**config.mk**
```make
export PLATFORM = sky130hd
export DESIGN_NAME = modular_exponentiation_unit_flat
export DESIGN_NICKNAME = d
export VERILOG_FILES = /design/src/hw/rtl/modexp_pkg.sv /design/src/hw/rtl/modexp_if.sv /design/src/hw/rtl/modular_exponentiation_unit.sv /design/src/hw/rtl/modexp_mulmod.sv /design/src/flat_wrapper.sv
export SDC_FILE = /design/constraint.sdc
export NUM_CORES = 1
export LEC_CHECK = 0
export BUFFER_PORTS_ARGS = -buffer_cell sky130_fd_sc_hd__buf_2
export CORE_ASPECT_RATIO = 1.2
export CORE_UTILIZATION = 60
export CTS_BUF_LIST = sky130_fd_sc_hd__clkbuf_16
export DETAILED_ROUTE_END_ITERATION = 6
export GPL_TIMING_DRIVEN = 0
export PLACE_DENSITY = 0.78
export RECOVER_POWER = 100
export SETUP_SLACK_MARGIN = 0.1
export SYNTH_ARGS = -nofsm -noshare
export SYNTH_HDL_FRONTEND = slang
export SYNTH_SLANG_ARGS = --single-unit
```
**constraint.sdc**
```tcl
create_clock -name clock -period 12.69 [get_ports clock]
set_input_delay 1.9035 -clock clock [delete_from_list [all_inputs] [get_ports clock]]
set_output_delay 1.9035 -clock clock [all_outputs]
set_load 0.01 [all_outputs]
```
**src/hw/rtl/modexp_pkg.sv**
```systemverilog
// ----------------------------------------------------------------------------
// modexp_pkg
// shared types, widths and constants of the modular exponentiation unit
// ----------------------------------------------------------------------------
package modexp_pkg;

   localparam int BASE_WIDTH        = 31;
   localparam int EXP_FIELD_WIDTH   = 31;
   localparam int RESIDUE_WIDTH     = 30;
   localparam int DEFAULT_EXP_WIDTH = 31;

   // bit-serial multiplier scans one operand bit per cycle
   localparam int MUL_BITS      = RESIDUE_WIDTH;
   localparam int MUL_CNT_WIDTH = $clog2(MUL_BITS + 1);

   typedef logic [BASE_WIDTH-1:0]      base_type;
   typedef logic [EXP_FIELD_WIDTH-1:0] exponent_type;
   typedef logic [RESIDUE_WIDTH-1:0]   residue_type;

   localparam residue_type PRIME_MODULUS = 30'd1000000007;

   typedef enum logic [2:0] {
      ST_IDLE,
      ST_REDUCE,
      ST_LOOP,
      ST_WAIT,
      ST_DONE
   } modexp_state_type;

endpackage

```
**src/hw/rtl/modexp_if.sv**
```systemverilog
// ----------------------------------------------------------------------------
// modexp channel interfaces
// valid/ready channels for requests and responses
// ----------------------------------------------------------------------------
interface modexp_req_if import modexp_pkg::*; ();
   logic         valid;
   logic         ready;
   base_type     base_value;
   exponent_type exponent_value;

   modport source (output valid, output base_value, output exponent_value, input ready);
   modport sink   (input valid, input base_value, input exponent_value, output ready);
endinterface

interface modexp_rsp_if import modexp_pkg::*; ();
   logic        valid;
   logic        ready;
   residue_type power_residue;

   modport source (output valid, output power_residue, input ready);
   modport sink   (input valid, input power_residue, output ready);
endinterface

```
**src/hw/rtl/modular_exponentiation_unit.sv**
```systemverilog
// ----------------------------------------------------------------------------
// modular_exponentiation_unit
// base^exponent mod 1000000007 by right-to-left square and multiply
//
// req_if carries base_value and exponent_value; a transfer happens when
// valid and ready are both high. rsp_if returns one power_residue per
// request. One request is worked on at a time.
// The base is first reduced below the modulus by repeated subtraction, then
// each of the EXP_WIDTH scanned exponent bits takes one pass of the two
// bit-serial multipliers, then the result goes to the output register. The
// two bit-serial multipliers scan 30 operand bits one per cycle and
// form the accumulator product and the square of the base side by side.
// A new request is not taken before the last result has left the datapath.
// The result sits in an output register; a new request is taken while it
// waits. When the receiver stalls, a finished result waits for the register
// to empty. Reset clears all control state and drops the response valid.
// ----------------------------------------------------------------------------
module modular_exponentiation_unit import modexp_pkg::*; #(
   parameter int EXP_WIDTH = DEFAULT_EXP_WIDTH
) (
   input  logic           clock,
   input  logic           reset,
   modexp_req_if.sink     req_if,
   modexp_rsp_if.source   rsp_if
);

   localparam int CNT_WIDTH = $clog2(EXP_WIDTH + 1);

   modexp_state_type     state_ff, state_in;
   logic [CNT_WIDTH-1:0] bit_cnt_ff, bit_cnt_in;
   logic [EXP_WIDTH-1:0] exp_ff, exp_in;
   base_type             red_ff, red_in;
   residue_type          run_ff, run_in;
   residue_type          acc_ff, acc_in;
   logic                 rsp_valid_ff, rsp_valid_in;
   residue_type          rsp_data_ff, rsp_data_in;

   logic [63:0]          exp_wide;
   logic                 mul_start;
   logic                 acc_done;
   logic                 sq_done;
   residue_type          acc_prod;
   residue_type          sq_prod;

   assign exp_wide = 64'(req_if.exponent_value);

   modexp_mulmod u_acc_mul (
      .clock        (clock),
      .reset        (reset),
      .start        (mul_start),
      .multiplicand (acc_ff),
      .multiplier   (run_ff),
      .done         (acc_done),
      .product      (acc_prod)
   );

   modexp_mulmod u_sq_mul (
      .clock        (clock),
      .reset        (reset),
      .start        (mul_start),
      .multiplicand (run_ff),
      .multiplier   (run_ff),
      .done         (sq_done),
      .product      (sq_prod)
   );

   always_comb begin
      state_in     = state_ff;
      bit_cnt_in   = bit_cnt_ff;
      exp_in       = exp_ff;
      red_in       = red_ff;
      run_in       = run_ff;
      acc_in       = acc_ff;
      rsp_valid_in = rsp_valid_ff;
      rsp_data_in  = rsp_data_ff;
      mul_start    = 1'b0;

      // response transfer
      if (rsp_valid_ff && rsp_if.ready) begin
         rsp_valid_in = 1'b0;
      end

      unique case (state_ff)
         ST_IDLE: begin
            if (req_if.valid) begin
               red_in     = req_if.base_value;
               exp_in     = exp_wide[EXP_WIDTH-1:0];
               bit_cnt_in = CNT_WIDTH'(EXP_WIDTH);
               acc_in     = RESIDUE_WIDTH'(1);
               state_in   = ST_REDUCE;
            end
         end
         ST_REDUCE: begin
            if (red_ff >= BASE_WIDTH'(PRIME_MODULUS)) begin
               red_in = red_ff - BASE_WIDTH'(PRIME_MODULUS);
            end else begin
               run_in   = red_ff[RESIDUE_WIDTH-1:0];
               state_in = ST_LOOP;
            end
         end
         ST_LOOP: begin
            if (bit_cnt_ff == '0) begin
               state_in = ST_DONE;
            end else begin
               mul_start = 1'b1;
               state_in  = ST_WAIT;
            end
         end
         ST_WAIT: begin
            if (acc_done && sq_done) begin
               if (exp_ff[0]) begin
                  acc_in = acc_prod;
               end
               run_in     = sq_prod;
               exp_in     = exp_ff >> 1;
               bit_cnt_in = bit_cnt_ff - CNT_WIDTH'(1);
               state_in   = ST_LOOP;
            end
         end
         ST_DONE: begin
            if (!rsp_valid_ff || rsp_if.ready) begin
               rsp_valid_in = 1'b1;
               rsp_data_in  = acc_ff;
               state_in     = ST_IDLE;
            end
         end
         default: begin
            state_in = ST_IDLE;
         end
      endcase
   end

   always_ff @(posedge clock) begin
      if (reset) begin
         state_ff     <= ST_IDLE;
         bit_cnt_ff   <= '0;
         rsp_valid_ff <= 1'b0;
      end else begin
         state_ff     <= state_in;
         bit_cnt_ff   <= bit_cnt_in;
         rsp_valid_ff <= rsp_valid_in;
      end
      exp_ff      <= exp_in;
      red_ff      <= red_in;
      run_ff      <= run_in;
      acc_ff      <= acc_in;
      rsp_data_ff <= rsp_data_in;
   end

   assign req_if.ready         = (state_ff == ST_IDLE);
   assign rsp_if.valid         = rsp_valid_ff;
   assign rsp_if.power_residue = rsp_data_ff;

endmodule

```
**src/hw/rtl/modexp_mulmod.sv**
```systemverilog
// ----------------------------------------------------------------------------
// modexp_mulmod
// bit-serial modular multiplier, multiplier scanned msb first, one bit a cycle
// ----------------------------------------------------------------------------
module modexp_mulmod import modexp_pkg::*; (
   input  logic        clock,
   input  logic        reset,
   input  logic        start,
   input  residue_type multiplicand,
   input  residue_type multiplier,
   output logic        done,
   output residue_type product
);

   logic                     busy_ff, busy_in;
   logic                     done_ff, done_in;
   logic [MUL_CNT_WIDTH-1:0] cnt_ff, cnt_in;
   residue_type              a_ff, a_in;
   residue_type              b_ff, b_in;
   residue_type              r_ff, r_in;

   logic [RESIDUE_WIDTH:0]   dbl;
   residue_type              dbl_red;
   logic [RESIDUE_WIDTH:0]   sum;
   residue_type              step;

   // r = 2r + bit*a, each add followed by one conditional subtract
   always_comb begin
      dbl     = {r_ff, 1'b0};
      dbl_red = (dbl >= {1'b0, PRIME_MODULUS}) ? RESIDUE_WIDTH'(dbl - {1'b0, PRIME_MODULUS})
                                              : dbl[RESIDUE_WIDTH-1:0];
      sum     = {1'b0, dbl_red} + (b_ff[RESIDUE_WIDTH-1] ? {1'b0, a_ff}
                                                          : {(RESIDUE_WIDTH+1){1'b0}});
      step    = (sum >= {1'b0, PRIME_MODULUS}) ? RESIDUE_WIDTH'(sum - {1'b0, PRIME_MODULUS})
                                              : sum[RESIDUE_WIDTH-1:0];
   end

   always_comb begin
      busy_in = busy_ff;
      done_in = 1'b0;
      cnt_in  = cnt_ff;
      a_in    = a_ff;
      b_in    = b_ff;
      r_in    = r_ff;
      if (start) begin
         busy_in = 1'b1;
         cnt_in  = MUL_CNT_WIDTH'(MUL_BITS);
         a_in    = multiplicand;
         b_in    = multiplier;
         r_in    = '0;
      end else if (busy_ff) begin
         r_in   = step;
         b_in   = {b_ff[RESIDUE_WIDTH-2:0], 1'b0};
         cnt_in = cnt_ff - MUL_CNT_WIDTH'(1);
         if (cnt_ff == MUL_CNT_WIDTH'(1)) begin
            busy_in = 1'b0;
            done_in = 1'b1;
         end
      end
   end

   always_ff @(posedge clock) begin
      if (reset) begin
         busy_ff <= 1'b0;
         done_ff <= 1'b0;
         cnt_ff  <= '0;
      end else begin
         busy_ff <= busy_in;
         done_ff <= done_in;
         cnt_ff  <= cnt_in;
      end
      a_ff <= a_in;
      b_ff <= b_in;
      r_ff <= r_in;
   end

   assign done    = done_ff;
   assign product = r_ff;

endmodule
```
**src/flat_wrapper.sv**
```systemverilog
// flat-port wrapper written by rule: the top's interface ports become plain ports
module modular_exponentiation_unit_flat import modexp_pkg::*;
#(
   parameter int EXP_WIDTH = DEFAULT_EXP_WIDTH
)
  (clock, reset, req_if_valid, req_if_base_value, req_if_exponent_value, req_if_ready, rsp_if_valid, rsp_if_power_residue, rsp_if_ready);
  modexp_req_if req_if_i ();
  modexp_rsp_if rsp_if_i ();
  input  logic clock;
  input  logic reset;
  input wire logic [$bits(req_if_i.valid)-1:0] req_if_valid;
  input wire logic [$bits(req_if_i.base_value)-1:0] req_if_base_value;
  input wire logic [$bits(req_if_i.exponent_value)-1:0] req_if_exponent_value;
  output wire logic [$bits(req_if_i.ready)-1:0] req_if_ready;
  output wire logic [$bits(rsp_if_i.valid)-1:0] rsp_if_valid;
  output wire logic [$bits(rsp_if_i.power_residue)-1:0] rsp_if_power_residue;
  input wire logic [$bits(rsp_if_i.ready)-1:0] rsp_if_ready;
  assign req_if_i.valid = req_if_valid;
  assign req_if_i.base_value = req_if_base_value;
  assign req_if_i.exponent_value = req_if_exponent_value;
  assign req_if_ready = req_if_i.ready;
  assign rsp_if_valid = rsp_if_i.valid;
  assign rsp_if_power_residue = rsp_if_i.power_residue;
  assign rsp_if_i.ready = rsp_if_ready;
  modular_exponentiation_unit #(.EXP_WIDTH(EXP_WIDTH)) u_core (.clock(clock), .reset(reset), .req_if(req_if_i), .rsp_if(rsp_if_i));
endmodule
```
==> reports/qor.csv <==
stage,metric,value,unit
sta,Clock Skew,0.0284,ns
place,Post-DP HPWL,43800,um
setup_path,Required @ worst endpoint,13.09,ns
routing,vias,17300,
synth,Syn Nets,2366,
sta,min cycle time layout,9.87,ns
status,run status,"finished, violations left",
routing,starting DRC count in detailed routing,1407,
clocking,CTS tree,done,
clocking,CTS max path bufs,3,
power,Leak,8.97,nW
global_route,first-pass GRT wire length,90700,um
routing,Detail Route Antenna Nets,0,
sta,Hold Fails Final Rpt,0,
hold_path,Hold Path Class,flop to flop,
sta,Max Transition Viols Final,194,
synth,ys flop type,edfxtp_1,
clocking,Root Buffer,clkbuf_16,
routing,Pre-Repair DR Iteration Count,5,
clocking,clk_lat worst skew,0.55,ns
clocking,CTS Buf Count,38,
setup_path,Crit Path Class,flop to flop,
synth,Syn Inst Count,2228,
sta,RSZ-0062 raised after global routing,false,
synth,Netlist cell types,85,
place,GP Congestion,0.961,
synth,top post-synthesis cells by area,"edfxtp_1 40%, nand2_1 9.2%, dfxtp_1 8.1%",
routing,DRC errors left,0,
global_route,largest net degree at the start of global routing,60,
synth,Post-synth EDFFs,272,
synth,post-synth top area cell,edfxtp_1,
layout,Layout Nets,2507,
clocking,setup bufs post-CTS,0,
synth,top-area cell type share of the netlist area,39.7,%
floorplanning,Core Area,0.0334,mm2
setup_path,crit path DAT,10.27,ns
synth,Syn Std Cell Area,0.0205,mm2
place,I/O Buffers,97,
floorplanning,die area,0.0350,mm2
routing,Via-to-Cell Ratio,6.06,
sta,fmax,101,MHz
setup_path,CP most frequent cell,clkbuf_1,
sta,final setup fails,0,
sta,TNS Setup,0,ns
synth,synth warn,0,
setup_path,Worst setup SP type,flop,
routing,Wirelength per Cell,20.4,um
sta,final worst setup slack,2.82,ns
status,violated checks,"capacitance limit, slew limit",
synth,asr flop ratio synth,0,%
floorplanning,Rows,73,
power,Peak VDD IR,0.230,mV
global_route,initial antenna violation count,0,
floorplanning,Die Ht,205,um
routing,Routed WL,58200,um
place,dpl ws,3.73,ns
layout,ANT cells,0,
global_route,remaining global-route overflow,0,
setup_path,Setup crit end kind,flop,
clocking,CTS Hold Bufs,0,
floorplanning,starting density of the core,61.5,%
global_route,vias in the first global route,17100,
synth,"Seq/Total Area, Yosys",47.8,%
floorplanning,# IOs,98,
setup_path,Crit-path slowest cell,a211oi_1,
sta,worst relative slew slack,-138,%
layout,Syn-to-layout area delta,10.4,%
setup_path,critical path peak fanout,10,
setup_path,Max stage delay on crit path,0.78,ns
place,placed inst area,0.0217,mm2
sta,Slew @ Worst Pin,3.57,ns
layout,cell area after layout,0.0227,mm2
flow_run,Max Cap Violations,6,
clocking,CTS H-tree depth,2,
clocking,post-CTS sizing,0,
synth,Yosys reg bits,355,
clocking,clk slew on worst S/H paths,0.06,ns
layout,fraction of layout cells with a size suffix above 1,6.29,%
floorplanning,chip width,171,um
synth,Mean Syn Cell Area,9.22,um2
power,Pwr Density,281,mW/mm2
sta,Tcrit/Tclk final,77.8,%
clocking,CTS Sinks,355,
global_route,total track usage,33.9,%
## layout by cell type (no fill, tap or decap), types with 39 or more instances in the layout
| cell type | n |
|---|---|
| o21ai_0 | 140 |
| a21oi_1 | 127 |
| edfxtp_1 | 272 |
| inv_1 | 62 |
| ha_1 | 70 |
| clkbuf_16 | 39 |
| clkbuf_1 | 132 |
| xnor2_1 | 106 |
| nand3_1 | 45 |
| and2_1 | 71 |
| nand2_1 | 502 |
| buf_2 | 67 |
| nor2_1 | 135 |
| nor3_1 | 47 |
| dfxtp_1 | 83 |
| xor2_1 | 60 |
## per-layer routing
metal	global-route usage, %	share of wire (%)	vias up
li1	-	-	8229
met1	38.0	37	8138
met2	61.9	51	713
met3	4.08	5.8	192
met4	19.3	6.0	0
met5	0	0	-
## kinds of logic (layout without fill, tap and decap cells)
group	after synthesis	count (layout)	synth area share (%)
xor gates and xnor gates	166	166	7.07
adders and majority gates	72	72	4.46
and+or+nand+nor	963	963	21.5
buffers and inverters	158	329	3.04
AOI/OAI and AO/OA	503	503	15.5
DFF	355	355	47.8
muxes	11	11	0.560
## power by group
| group | leakage [nW] | internal, W | total [W] | switching [W] |
|---|---|---|---|---|
| Sequential | 3.22 | 0.00159 | 0.00181 | 0.000218 |
| Combinational | 5.14 | 0.00125 | 0.00352 | 0.00227 |
| Clock | 0.604 | 0.000582 | 0.00105 | 0.000472 |
| Total | 8.97 | 0.00342 | 0.00638 | 0.00296 |
## stage by stage
step	total power [W]	cells	utilization [%]	hold WS, ns
6_report	0.00638	2849	67.9	0.446
5_1_grt	0.00680	2849	67.9	0.453
4_1_cts	0.00636	2847	68.4	0.445
3_5_place_dp	0.00529	2777	64.9	0.431
3_3_place_gp	0.00521	2775	64.6	0.425
2_1_floorplan	0.00438	2228	-	0.417
## synth_stat cells, types with 7 or more instances
| cell type | instances |
|---|---|
| a211o_1 | 8 |
| a211oi_1 | 17 |
| a21boi_0 | 7 |
| a21o_1 | 31 |
| a21oi_1 | 127 |
| a31oi_1 | 17 |
| and2_1 | 75 |
| and3_1 | 34 |
| and4_1 | 7 |
| buf_1 | 9 |
| clkbuf_1 | 84 |
| dfxtp_1 | 83 |
| edfxtp_1 | 272 |
| ha_1 | 70 |
| inv_1 | 56 |
| mux2i_1 | 7 |
| nand2_1 | 502 |
| nand2b_1 | 22 |
| nand3_1 | 45 |
| nand4_1 | 12 |
| nor2_1 | 134 |
| nor2b_1 | 12 |
| nor3_1 | 47 |
| nor3b_1 | 8 |
| nor4_1 | 15 |
| nor4b_1 | 7 |
| o211ai_1 | 15 |
| o21a_1 | 11 |
| o21ai_0 | 121 |
| o21ai_1 | 38 |
| o21bai_1 | 13 |
| o22ai_1 | 14 |
| o31a_1 | 8 |
| o31ai_1 | 11 |
| or3_1 | 17 |
| xnor2_1 | 106 |
| xor2_1 | 60 |
## critical path: cells and delay by family, from the launching register on
family / cells / cell delay (ns)
adder cells (fa/ha/maj): 1 / 0.33
AO/OA/AOI/OAI: 13 / 4.00
flip-flops: 1 / 0.38
XOR/XNOR: 3 / 0.50
AND/OR/NAND/NOR: 8 / 2.11
buffers and inverters: 5 / 2.36
## cell type report
cell class / instances / area (um2)
well taps: 450 / 563
multi-input cells: 1715 / 10100
plain buffers: 102 / 388
fillers: 2754 / 10700
clock buffers: 39 / 976
repair buffers: 101 / 458
clock inverters: 31 / 188
flip-flops and latches: 355 / 9830
inverters: 56 / 210
## state kept, by name (all words and copies together), names as in the netlist, 3 cells and up
| signal | cells |
|---|---|
| u_core.state_ff | 3 |
| u_core.u_sq_mul.cnt_ff | 5 |
| u_core.red_ff | 31 |
| u_core.u_sq_mul.product | 30 |
| u_core.u_sq_mul.a_ff | 30 |
| u_core.acc_ff | 30 |
| u_core.u_sq_mul.b_ff | 30 |
| u_core.exp_ff | 31 |
| u_core.u_acc_mul.a_ff | 30 |
| u_core.u_acc_mul.b_ff | 30 |
| u_core.u_acc_mul.cnt_ff | 5 |
| u_core.bit_cnt_ff | 5 |
| u_core.rsp_if.power_residue | 30 |
| u_core.u_acc_mul.product | 30 |
| u_core.run_ff | 30 |
## path summary, 6_finish.rpt
kind                               startpoint  slack (ns)  depth (start not counted)                        endpoint
hold / removal               u_core.acc_ff[8]        0.45                          0  u_core.rsp_if.power_residue[8]
setup reg to reg  u_core.u_acc_mul.product[4]        2.82                         30    u_core.u_acc_mul.product[10]
hold reg to reg              u_core.acc_ff[8]        0.45                          0  u_core.rsp_if.power_residue[8]
setup / recovery  u_core.u_acc_mul.product[4]        2.82                         30    u_core.u_acc_mul.product[10]
Power figures use the tool's default switching activity.
